File: src/rtl/anf_q14_pkg.sv
`timescale 1ns / 1ps
`default_nettype none

package anf_q14_pkg;

    // configuration register indexes
    localparam int CFG_INDEX_W = 2;
    localparam int CFG_DATA_W  = 15;
    localparam logic [CFG_INDEX_W-1:0] REG_POLE_RADIUS    = 2'd0;
    localparam logic [CFG_INDEX_W-1:0] REG_POLE_RADIUS_SQ = 2'd1;
    localparam logic [CFG_INDEX_W-1:0] REG_STEP_SIZE      = 2'd2;

    localparam logic [CFG_DATA_W-1:0] POLE_RADIUS_RESET    = 15'd29491;
    localparam logic [CFG_DATA_W-1:0] POLE_RADIUS_SQ_RESET = 15'd26542;
    localparam logic [CFG_DATA_W-1:0] STEP_SIZE_RESET      = 15'd0;

    localparam int SAMPLE_W = 16;

    // fixed-point scaling shifts
    localparam int T0_SHIFT  = 29;   // rho * a * s1
    localparam int T1_SHIFT  = 15;   // rho2 * s2
    localparam int E_SHIFT   = 14;   // a * s1
    localparam int UPD_SHIFT = 30;   // s1 * e * mu

    // coefficient step, signed Q13
    localparam int UPD_W   = 14;
    localparam int UPD_MAX = (1 << 13) - 1;
    localparam int UPD_MIN = -(1 << 13);

    // microprogram
    localparam int STEP_W   = 4;
    localparam int PROG_LEN = 14;
    localparam logic [STEP_W-1:0] STEP_START  = 4'd0;
    localparam logic [STEP_W-1:0] STEP_COMMIT = 4'd13;
    localparam logic [STEP_W-1:0] STEP_LAST   = STEP_W'(PROG_LEN - 1);

    typedef enum logic [2:0] {
        MA_COEFF,
        MA_S1,
        MA_RHO,
        MA_RHO2,
        MA_MU
    } mul_a_t;

    typedef enum logic [2:0] {
        MB_S1,
        MB_S2,
        MB_PLO,
        MB_PHI,
        MB_E
    } mul_b_t;

    typedef enum logic [3:0] {
        OP_NONE,
        OP_CAPTURE,     // latch the input sample
        OP_P_LOAD,      // partial product register <= product
        OP_T1,          // feedback term <= product >>> 15
        OP_ACC_LOAD,    // accumulator <= product
        OP_ACC_ADDHI,   // accumulator += product << DW
        OP_SK,          // new history value
        OP_E,           // notch output
        OP_COMMIT       // coefficient, history and result register
    } alu_op_t;

    typedef enum logic [1:0] {
        COND_ALWAYS,
        COND_IN,        // hold until an input transaction
        COND_OUT        // hold until the result register is free
    } cond_t;

    typedef struct packed {
        mul_a_t  mul_a;
        mul_b_t  mul_b;
        alu_op_t alu;
        cond_t   cond;
        logic    restart;
    } ctrl_t;

    // The ALU field consumes the product registered by the previous step.
    function automatic ctrl_t microcode(input logic [STEP_W-1:0] step);
        ctrl_t w;
        w = '{mul_a: MA_COEFF, mul_b: MB_S1, alu: OP_NONE, cond: COND_ALWAYS,
              restart: 1'b0};
        unique case (step)
            4'd0:  begin w.alu = OP_CAPTURE; w.cond = COND_IN; end
            4'd1:  begin w.mul_a = MA_COEFF; w.mul_b = MB_S1; end
            4'd2:  begin w.mul_a = MA_RHO2; w.mul_b = MB_S2; w.alu = OP_P_LOAD; end
            4'd3:  begin w.mul_a = MA_RHO; w.mul_b = MB_PLO; w.alu = OP_T1; end
            4'd4:  begin w.mul_a = MA_RHO; w.mul_b = MB_PHI; w.alu = OP_ACC_LOAD; end
            4'd5:  w.alu = OP_ACC_ADDHI;
            4'd6:  w.alu = OP_SK;
            4'd7:  w.alu = OP_E;
            4'd8:  begin w.mul_a = MA_S1; w.mul_b = MB_E; end
            4'd9:  w.alu = OP_P_LOAD;
            4'd10: begin w.mul_a = MA_MU; w.mul_b = MB_PLO; end
            4'd11: begin w.mul_a = MA_MU; w.mul_b = MB_PHI; w.alu = OP_ACC_LOAD; end
            4'd12: w.alu = OP_ACC_ADDHI;
            4'd13: begin w.alu = OP_COMMIT; w.cond = COND_OUT; w.restart = 1'b1; end
            default: w.restart = 1'b1;
        endcase
        return w;
    endfunction

endpackage

`default_nettype wire

File: src/rtl/adaptive_notch_filter_q14.sv
`timescale 1ns / 1ps
`default_nettype none

// channel   direction  handshake                      payload
// -------   ---------  -----------------------------  --------------------------
// input     in         in_valid / in_ready            sample_in  (s16, Q15)
// result    out        out_valid / out_ready          error_out, coeff_out (s16, Q14)
// config    in         cfg_write_en, no handshake     cfg_index (2b), cfg_data (15b)
//
// A result is registered at the commit step: a 14-step microprogram
// drives one shared (DATA_WIDTH+1)-square signed multiplier, seven products per sample.
// in_ready is high only in the first step; the next sample can be taken the cycle
// after the result is loaded, so no sample is accepted while one is in flight.
// The last step holds while the result register is full and not being taken.
// Reset clears history, coefficient and sequencer and loads register defaults.

module adaptive_notch_filter_q14
    import anf_q14_pkg::*;
#(
    parameter int DATA_WIDTH = 16
) (
    input  wire                          clk,
    input  wire                          rst_n,

    input  wire                          in_valid,
    output logic                         in_ready,
    input  wire  signed [SAMPLE_W-1:0]   sample_in,

    output logic                         out_valid,
    input  wire                          out_ready,
    output logic signed [SAMPLE_W-1:0]   error_out,
    output logic signed [SAMPLE_W-1:0]   coeff_out,

    input  wire                          cfg_write_en,
    input  wire         [CFG_INDEX_W-1:0] cfg_index,
    input  wire         [CFG_DATA_W-1:0] cfg_data
);

    localparam int DW  = DATA_WIDTH;
    localparam int MW  = DW + 1;                 // multiplier operand width
    localparam int PRW = 2 * MW;                 // multiplier product width
    localparam int WW  = 2 * DW + 16;            // exact width of triple products
    localparam int PW  = (WW > 64) ? 64 : WW;    // products wrap at 64 bits
    localparam int UW  = PW - UPD_SHIFT;         // width of the update before clamp

    localparam logic signed [UW-1:0] U_MAX = UW'(UPD_MAX);
    localparam logic signed [UW-1:0] U_MIN = UW'(UPD_MIN);

    // sequencer
    logic [STEP_W-1:0] step_reg, step_next;
    ctrl_t             ctrl;
    logic              advance;
    logic              out_free;

    // configuration
    logic [CFG_DATA_W-1:0] rho_reg, rho_next;
    logic [CFG_DATA_W-1:0] rho2_reg, rho2_next;
    logic [CFG_DATA_W-1:0] mu_reg, mu_next;

    // filter state; the three-entry circular history is kept as a two-tap
    // shift line, since only the two newest entries are ever read
    logic [DW-1:0] hist1_reg, hist1_next;    // s1, newest
    logic [DW-1:0] hist2_reg, hist2_next;    // s2
    logic [DW-1:0] coeff_reg, coeff_next;

    // datapath
    logic signed [SAMPLE_W-1:0] y_reg, y_next;
    logic signed [MW-1:0]       op_a, op_b;
    logic signed [PRW-1:0]      prod_reg, prod_next;
    logic [2*DW-1:0]            p_reg, p_next;
    logic [DW-1:0]              t1_reg, t1_next;
    logic signed [WW-1:0]       acc_reg, acc_next;
    logic [DW-1:0]              sk_reg, sk_next;
    logic [DW-1:0]              e_reg, e_next;
    logic signed [DW-1:0]       y_wide;
    logic signed [DW-1:0]       y_half;
    logic signed [UW-1:0]       u_raw;
    logic signed [UW-1:0]       u_clamped;
    logic signed [UPD_W-1:0]    upd;
    logic signed [DW-1:0]       upd_wide;
    logic [DW-1:0]              coeff_new;

    // result register
    logic                       out_valid_reg, out_valid_next;
    logic signed [SAMPLE_W-1:0] error_out_reg, error_out_next;
    logic signed [SAMPLE_W-1:0] coeff_out_reg, coeff_out_next;

    assign ctrl     = microcode(step_reg);
    assign out_free = !out_valid_reg || out_ready;
    assign in_ready = (ctrl.cond == COND_IN);

    assign out_valid = out_valid_reg;
    assign error_out = error_out_reg;
    assign coeff_out = coeff_out_reg;

    always_comb
    begin
        unique case (ctrl.cond)
            COND_ALWAYS: advance = 1'b1;
            COND_IN:     advance = in_valid;
            COND_OUT:    advance = out_free;
            default:     advance = 1'b1;
        endcase
        if (!advance)
            step_next = step_reg;
        else if (ctrl.restart)
            step_next = STEP_START;
        else
            step_next = step_reg + 1'b1;
    end

    // shared multiplier operands
    always_comb
    begin
        unique case (ctrl.mul_a)
            MA_COEFF: op_a = $signed({coeff_reg[DW-1], coeff_reg});
            MA_S1:    op_a = $signed({hist1_reg[DW-1], hist1_reg});
            MA_RHO:   op_a = $signed({{(MW-CFG_DATA_W){1'b0}}, rho_reg});
            MA_RHO2:  op_a = $signed({{(MW-CFG_DATA_W){1'b0}}, rho2_reg});
            MA_MU:    op_a = $signed({{(MW-CFG_DATA_W){1'b0}}, mu_reg});
            default:  op_a = '0;
        endcase
        unique case (ctrl.mul_b)
            MB_S1:   op_b = $signed({hist1_reg[DW-1], hist1_reg});
            MB_S2:   op_b = $signed({hist2_reg[DW-1], hist2_reg});
            MB_PLO:  op_b = $signed({1'b0, p_reg[DW-1:0]});
            MB_PHI:  op_b = $signed({p_reg[2*DW-1], p_reg[2*DW-1:DW]});
            MB_E:    op_b = $signed({e_reg[DW-1], e_reg});
            default: op_b = '0;
        endcase
        prod_next = op_a * op_b;
    end

    // coefficient update: clamp to signed Q13, then double
    always_comb
    begin
        u_raw = $signed(acc_reg[PW-1:UPD_SHIFT]);
        if (u_raw > U_MAX)
            u_clamped = U_MAX;
        else if (u_raw < U_MIN)
            u_clamped = U_MIN;
        else
            u_clamped = u_raw;
        upd       = $signed(u_clamped[UPD_W-1:0]);
        upd_wide  = DW'(upd);
        coeff_new = coeff_reg + {upd_wide[DW-2:0], 1'b0};
    end

    // ALU and state update
    always_comb
    begin
        y_wide = DW'(y_reg);
        y_half = y_wide >>> 1;

        y_next         = y_reg;
        p_next         = p_reg;
        t1_next        = t1_reg;
        acc_next       = acc_reg;
        sk_next        = sk_reg;
        e_next         = e_reg;
        hist1_next     = hist1_reg;
        hist2_next     = hist2_reg;
        coeff_next     = coeff_reg;
        error_out_next = error_out_reg;
        coeff_out_next = coeff_out_reg;
        out_valid_next = out_valid_reg && !out_ready;

        if (advance)
        begin
            unique case (ctrl.alu)
                OP_NONE:      ;
                OP_CAPTURE:   y_next = sample_in;
                OP_P_LOAD:    p_next = prod_reg[2*DW-1:0];
                OP_T1:        t1_next = prod_reg[DW+T1_SHIFT-1:T1_SHIFT];
                OP_ACC_LOAD:  acc_next = WW'(prod_reg);
                OP_ACC_ADDHI: acc_next = acc_reg + (WW'(prod_reg) <<< DW);
                // only the low DW bits of the sum survive, so the terms are cut first
                OP_SK:        sk_next = y_half + acc_reg[DW+T0_SHIFT-1:T0_SHIFT] - t1_reg;
                OP_E:         e_next = sk_reg - p_reg[DW+E_SHIFT-1:E_SHIFT] + hist2_reg;
                OP_COMMIT:
                begin
                    coeff_next     = coeff_new;
                    hist2_next     = hist1_reg;
                    hist1_next     = sk_reg;
                    error_out_next = e_reg[SAMPLE_W-1:0];
                    coeff_out_next = coeff_new[SAMPLE_W-1:0];
                    out_valid_next = 1'b1;
                end
                default:      ;
            endcase
        end
    end

    // configuration writes; unknown indexes are dropped
    always_comb
    begin
        rho_next  = rho_reg;
        rho2_next = rho2_reg;
        mu_next   = mu_reg;
        if (cfg_write_en)
        begin
            if (cfg_index == REG_POLE_RADIUS)
                rho_next = cfg_data;
            else if (cfg_index == REG_POLE_RADIUS_SQ)
                rho2_next = cfg_data;
            else if (cfg_index == REG_STEP_SIZE)
                mu_next = cfg_data;
        end
    end

    always_ff @(posedge clk or negedge rst_n)
    begin
        if (!rst_n)
        begin
            step_reg      <= STEP_START;
            out_valid_reg <= 1'b0;
            rho_reg       <= POLE_RADIUS_RESET;
            rho2_reg      <= POLE_RADIUS_SQ_RESET;
            mu_reg        <= STEP_SIZE_RESET;
            hist1_reg     <= '0;
            hist2_reg     <= '0;
            coeff_reg     <= '0;
        end
        else
        begin
            step_reg      <= step_next;
            out_valid_reg <= out_valid_next;
            rho_reg       <= rho_next;
            rho2_reg      <= rho2_next;
            mu_reg        <= mu_next;
            hist1_reg     <= hist1_next;
            hist2_reg     <= hist2_next;
            coeff_reg     <= coeff_next;
        end
    end

    always_ff @(posedge clk)
    begin
        y_reg         <= y_next;
        prod_reg      <= prod_next;
        p_reg         <= p_next;
        t1_reg        <= t1_next;
        acc_reg       <= acc_next;
        sk_reg        <= sk_next;
        e_reg         <= e_next;
        error_out_reg <= error_out_next;
        coeff_out_reg <= coeff_out_next;
    end

    // one sample at a time: an accepted sample closes the input
    assert property (@(posedge clk) disable iff (!rst_n)
        in_valid && in_ready |=> !in_ready)
        else $error("input accepted while an item is in flight");

    // a result appears only from the commit step
    assert property (@(posedge clk) disable iff (!rst_n)
        $rose(out_valid) |-> $past(step_reg) == STEP_COMMIT)
        else $error("result raised outside the commit step");

    // the step counter stays inside the microprogram
    assert property (@(posedge clk) disable iff (!rst_n)
        step_reg <= STEP_LAST)
        else $error("step counter outside the program");

endmodule

`default_nettype wire

File: config.mk
export PLATFORM = sky130hd
export DESIGN_NAME = adaptive_notch_filter_q14
export DESIGN_NICKNAME = d
export VERILOG_FILES = /design/src/rtl/anf_q14_pkg.sv /design/src/rtl/adaptive_notch_filter_q14.sv
export SDC_FILE = /design/constraint.sdc
export NUM_CORES = 1
export LEC_CHECK = 0
export ABC_AREA = 0
export BUFFER_PORTS_ARGS = -buffer_cell sky130_fd_sc_hd__buf_2
export CORE_ASPECT_RATIO = 1.4
export CORE_MARGIN = 3
export CORE_UTILIZATION = 55
export DETAILED_ROUTE_END_ITERATION = 12
export GPL_TIMING_DRIVEN = 1
export PLACE_DENSITY_LB_ADDON = 0.05
export SLEW_MARGIN = 40
export SYNTH_ARGS = -nofsm -noshare
export SYNTH_HDL_FRONTEND = slang
export SYNTH_SLANG_ARGS = --single-unit
export TNS_END_PERCENT = 100
File: constraint.sdc
create_clock -name clk -period 9.02 [get_ports clk]
set_input_delay 0.451 -clock clk [delete_from_list [all_inputs] [get_ports clk]]
set_output_delay 0.451 -clock clk [all_outputs]
set_load 0.01 [all_outputs]
Yosys cells after proc, flatten, opt, wreduce, memory -nomap -nowiden
Index checks and enable logic that the tools add are counted.

Add/sub/neg operators: 7. Multiply operators: 1. Divide/modulo/power cells: 0. $lt $le $gt $ge: 2. Eq/ne operators: 33. Shift-type cells: 0. Multiplexer cells: 12. Bitwise operators: 2. Reductions and logical operators: 23.

Operators with widths (count): $pmux W17 S5 (2); $pmux W48 S2 (1); $add A16 B16 Y16 (3); $add A48 B48 Y48 (1); $pmux W6 S6 (1); $mul A17 B17 Y34 (1); $eq A4 B3 Y1 const B (8); $pmux W4 S8 (1); $sub A16 B16 Y16 (2); $eq A4 B4 Y1 const B (7); $mux W14 (2); $gt A18 B14 Y1 const B (1); $lt A18 B14 Y1 const B (1); $eq A4 B2 Y1 const B (4); $reduce_and A2 Y1 (8); $reduce_or A13 Y1 (1); $eq A3 B2 Y1 const B (4); $eq A4 B1 Y1 const B (2); $eq A3 B1 Y1 const B (2); $eq A3 B3 Y1 const B (2); $logic_not A3 Y1 (2); $reduce_or A2 Y1 (3); $add A4 B1 Y4 const B (1); $eq A2 B1 Y1 const B (2); other kinds (14) (18).

Flip-flop bits (word level): 308. Bits in latches: 0. Memory bits (writable): 0. Bits in read-only memories: 0. Word-level logic and storage cells: 97. Memories kept: 0.

Depth between registers and ports, before layout
Depth after elaboration: 6. Depth in mapped cells: 34. Depth with buffers taken out: 31.

Least setup slack after synthesis
Ideal clock, no wire load.

Kind: reg2reg. Start: reg step_reg[0]. End: reg prod_reg[32]. Arrival: 7431 ps. Path slack: 1494 ps. Stages on the path, launching flop included: 26. Cells stage by stage: dfrtp_1 inv_1 ha_1 clkbuf_1 o31ai_1 clkbuf_1 a21oi_1 or2_2 fa_1 fa_1 inv_1 fa_1 fa_1 fa_1 inv_1 fa_1 inv_1 ha_1 a21o_1 a21o_1 a21o_1 a21o_1 or3_1 a211oi_1 nor2_1 o311ai_1.

Cells in the longest elaborated chain, start to end: 5. Elaborated cells on any way between the ends: 20. Those cells by class: mul (1); eq/ne (14); mux (3); reduce/logical (2).

RTL lines: start, declared (line adaptive_notch_filter_q14.sv:50) `logic [STEP_W-1:0] step_reg, step_next;`; start signal, assigned (line adaptive_notch_filter_q14.sv:226) `step_reg <= step_next;`; $eq A4 B4 Y1 (tied with other cells) (line anf_q14_pkg.sv:84) `unique case (step)`; $pmux W6 S6 * (line anf_q14_pkg.sv:84); $eq A3 B3 Y1 (tied with other cells) (line adaptive_notch_filter_q14.sv:115) `unique case (ctrl.mul_a)`; $pmux W17 S5 (on tied branches) (line adaptive_notch_filter_q14.sv:115, adaptive_notch_filter_q14.sv:123); $mul A17 B17 Y34 * (line adaptive_notch_filter_q14.sv:131) `prod_next = op_a * op_b;`; net prod_next[32] (line adaptive_notch_filter_q14.sv:69) `logic signed [PRW-1:0] prod_reg, prod_next;`; end signal, assigned (line adaptive_notch_filter_q14.sv:240) `prod_reg <= prod_next;`; end, declared (line adaptive_notch_filter_q14.sv:69).

Mark *: on every way through the listed nets, which the timed path passes. The rest lies on a longest branch. A chain may end at the register's enable or synchronous reset.

Final worst setup path
Same ends and word-level chain as after synthesis.

==> summary.txt <==
Clock tree
  • Post-CTS setup buffers: 0
  • Clk root buf: clkbuf_16
  • CTS tree: done
  • Clock latency on the worst-skew pair: 0.57 ns
  • H-tree depth: 1
  • CTS buffer count: 30
  • # clock sinks: 289
  • Max Root-Sink Buffers: 3
  • Clock slew at reported path FFs: 0.07 ns

Routing
  • Wirelength per Cell: 22.9 um
  • Vias/cell: 5.77
  • Initial drt markers: 1148
  • Final ANT Viol Nets: 0
  • DRC errors left: 0
  • Drt pass-1 iters: 6
  • Via count: 18700
  • Total Wirelength: 74000 um

Critical path
  • Req. time, crit path: 9.49 ns
  • Setup CP Type: reg -> reg
  • Highest-delay cell along the critical path: fa_1
  • CP endpoint kind: flip-flop
  • R2r endpoint: prod_reg[32]
  • Flop2flop setup slack: 0.50 ns
  • Critical register-to-register path startpoint: step_reg[0]
  • Crit path max fanout: 13
  • Crit-path max cell delay: 0.60 ns
  • CP most frequent cell: fa_1
  • Crit path DAT: 8.99 ns
  • CP startpoint kind: flip-flop
  • Worst R2R Path Depth: 27

Min path
  • Min-Delay Startpoint: sample_in[5]
  • Hold Path Depth: 1
  • Hold endpoint: y_reg[5]
  • Hold crit path type: in -> reg

Synth
  • Post-synth top flop: edfxtp_1
  • Most common cell in the netlist: inv_1
  • Post-synth ARST share: 33.6%
  • Cell Area, Synth: 0.0258 mm^2
  • Syn Nets: 3015
  • Syn Area/Cell: 10.3 um^2
  • Post-synthesis register bit count: 289
  • Synth top area share: 24.8%
  • Top cells by instance count after synthesis: inv_1 (424), fa_1 (319), nor2_1 (234)
  • Area contributors post-synth: fa_1 (25%), edfxtp_1 (18%), ha_1 (8.1%)
  • Warnings, synthesis: 0
  • Top cell type by total area after synthesis: fa_1
  • Post-Synthesis Cells: 2491
  • Yosys cell types: 90
  • Sequential share of the synthesized area: 30.6%
  • EDFF count, synth: 158

Global route
  • Vias in the first global route: 20000
  • Initial antenna violation count: 0
  • Pin count of the biggest net entering global routing: 93
  • All-Layer GR Usage: 30.6%
  • Aggregate global routing overflow: 0
  • First-pass GRT wire length: 114000 um

Pwr
  • Pwr Density: 342 mW/mm^2
  • Final Total Pwr: 9.68 mW
  • Clock share of power: 13.1%
  • Part of the power in registers: 22.0%
  • Internal power: 5.00 mW
  • Switching share of power: 48.4%
  • NetSw: 4.69 mW
  • Maximum vdd drop: 0.000188 V
  • Combinational share of power: 64.9%
  • Leakage: 13.5 nW

STA
  • Worst slew margin: 43.6%
  • Least-Margin Pin Slew: 0.843 ns
  • Final setup viols: 0
  • Setup Skew: 0.0109 ns
  • Max-slew violations: 0
  • F_max: 0.117 GHz
  • Final setup TNS: 0 ns
  • Final worst path period need: 8.52 ns
  • RSZ-0062 raised after global routing: no
  • Hold Fails Final Rpt: 0
  • Final Cycle Share: 94.5%

Layout
  • Final #Nets: 3120
  • Antenna Diode Count: 0
  • Synth-to-Final Area Change: 9.71%
  • Max FFs per register: 34
  • Layout cells sized above 1: 13.7%
  • Fill count: 3953

Place
  • DP HPWL: 60200 um
  • Port buffer count: 69
  • Global placement routability congestion: 0.914

Floorplanning
  • Die width: 189 um
  • Die Area: 0.0495 mm^2
  • FP Rows: 93
  • Initial core utilization: 55.8%
  • Io pins: 72
  • Core area: 0.0462 mm^2
  • Die height: 262 um

Status
  • Status: complete, no violations

Flow run
  • Max-cap violations: 0
## repair_timing
action                                 CTS  global route
endpoints found under the hold margin   33             0
setup endpoints to repair                0             4
hold buffers                             1             0
resized for setup                        0             1
## cell usage in the layout, fill, tap and decap left out, types with 34 or more instances in the layout
cell / instances
a21oi_1: 79
buf_2: 69
buf_4: 72
dfrtp_1: 78
dfxtp_1: 34
edfxtp_1: 158
fa_1: 319
ha_1: 167
inv_1: 424
mux2_2: 77
nand2_1: 217
nor2_1: 233
o21a_1: 35
o21ai_0: 79
xnor2_1: 65
## area by class of cell
cell class	count	area (um^2)	area share (%)
clock buffer	37	820	2.90
multi-input combinational	1701	16100	56.8
sequential	289	7880	27.9
timing repair buffer	149	976	3.45
tap	617	772	2.73
clock inverter	19	179	0.633
inverter	425	1600	5.64
## worst max-delay path: cells and delay by family, from the launching register on
family	cells	cell delay, ns
compound gates	8	2.33
fa+ha+maj	8	3.76
buf+inv	5	0.72
flops	1	0.44
simple gates	6	1.15
## layer usage
layer	vias up	GRT usage, %	share of wire [%]
li1	8433	-	-
met1	9493	35.8	37
met2	550	54.7	51
met3	195	2.87	4.2
met4	0	18.8	7.4
met5	-	0	0
## logic make-up after synthesis
| family | synth area share [%] |
|---|---|
| adders and majority gates | 32.9 |
| AOI/OAI and AO/OA | 11.2 |
| other | 0.0146 |
| DFF | 30.6 |
| muxes | 3.40 |
| buffers and inverters | 7.51 |
| and+or+nand+nor | 11.0 |
| xor gates and xnor gates | 3.38 |
## power by group through the flow
stage	Combinational (mW)	Clock, mW	Sequential [mW]
5_1_grt	7.01	1.34	2.14
3_5_place_dp	6.28	0	2.15
6_report	6.28	1.27	2.13
3_3_place_gp	6.17	0	2.14
2_1_floorplan	4.32	0	1.98
4_1_cts	6.34	1.29	2.12
## worst max-delay path by stage
stage                            from           end  cells after the start
after detailed placement  step_reg[0]  prod_reg[32]                     27
after global routing      step_reg[0]  prod_reg[32]                     30
after floorplan           step_reg[0]  prod_reg[32]                     25
final                     step_reg[0]  prod_reg[32]                     27
after global placement    step_reg[0]  prod_reg[32]                     29
after CTS                 step_reg[0]  prod_reg[32]                     27
## through the flow
stage	cell area, um^2	setup slack, ns	hold WS [ns]	util, %	instances
2_1_floorplan	25800	1.49	0.155	-	2491
3_3_place_gp	27200	0.451	0.438	58.8	3174
3_5_place_dp	27300	0.442	0.428	59.0	3180
4_1_cts	28300	0.376	0.0195	61.2	3237
5_1_grt	28300	0.0547	0.0288	61.2	3237
6_report	28300	0.499	0.0479	61.2	3237
No activity file was read; power rests on OpenSTA's default activity.
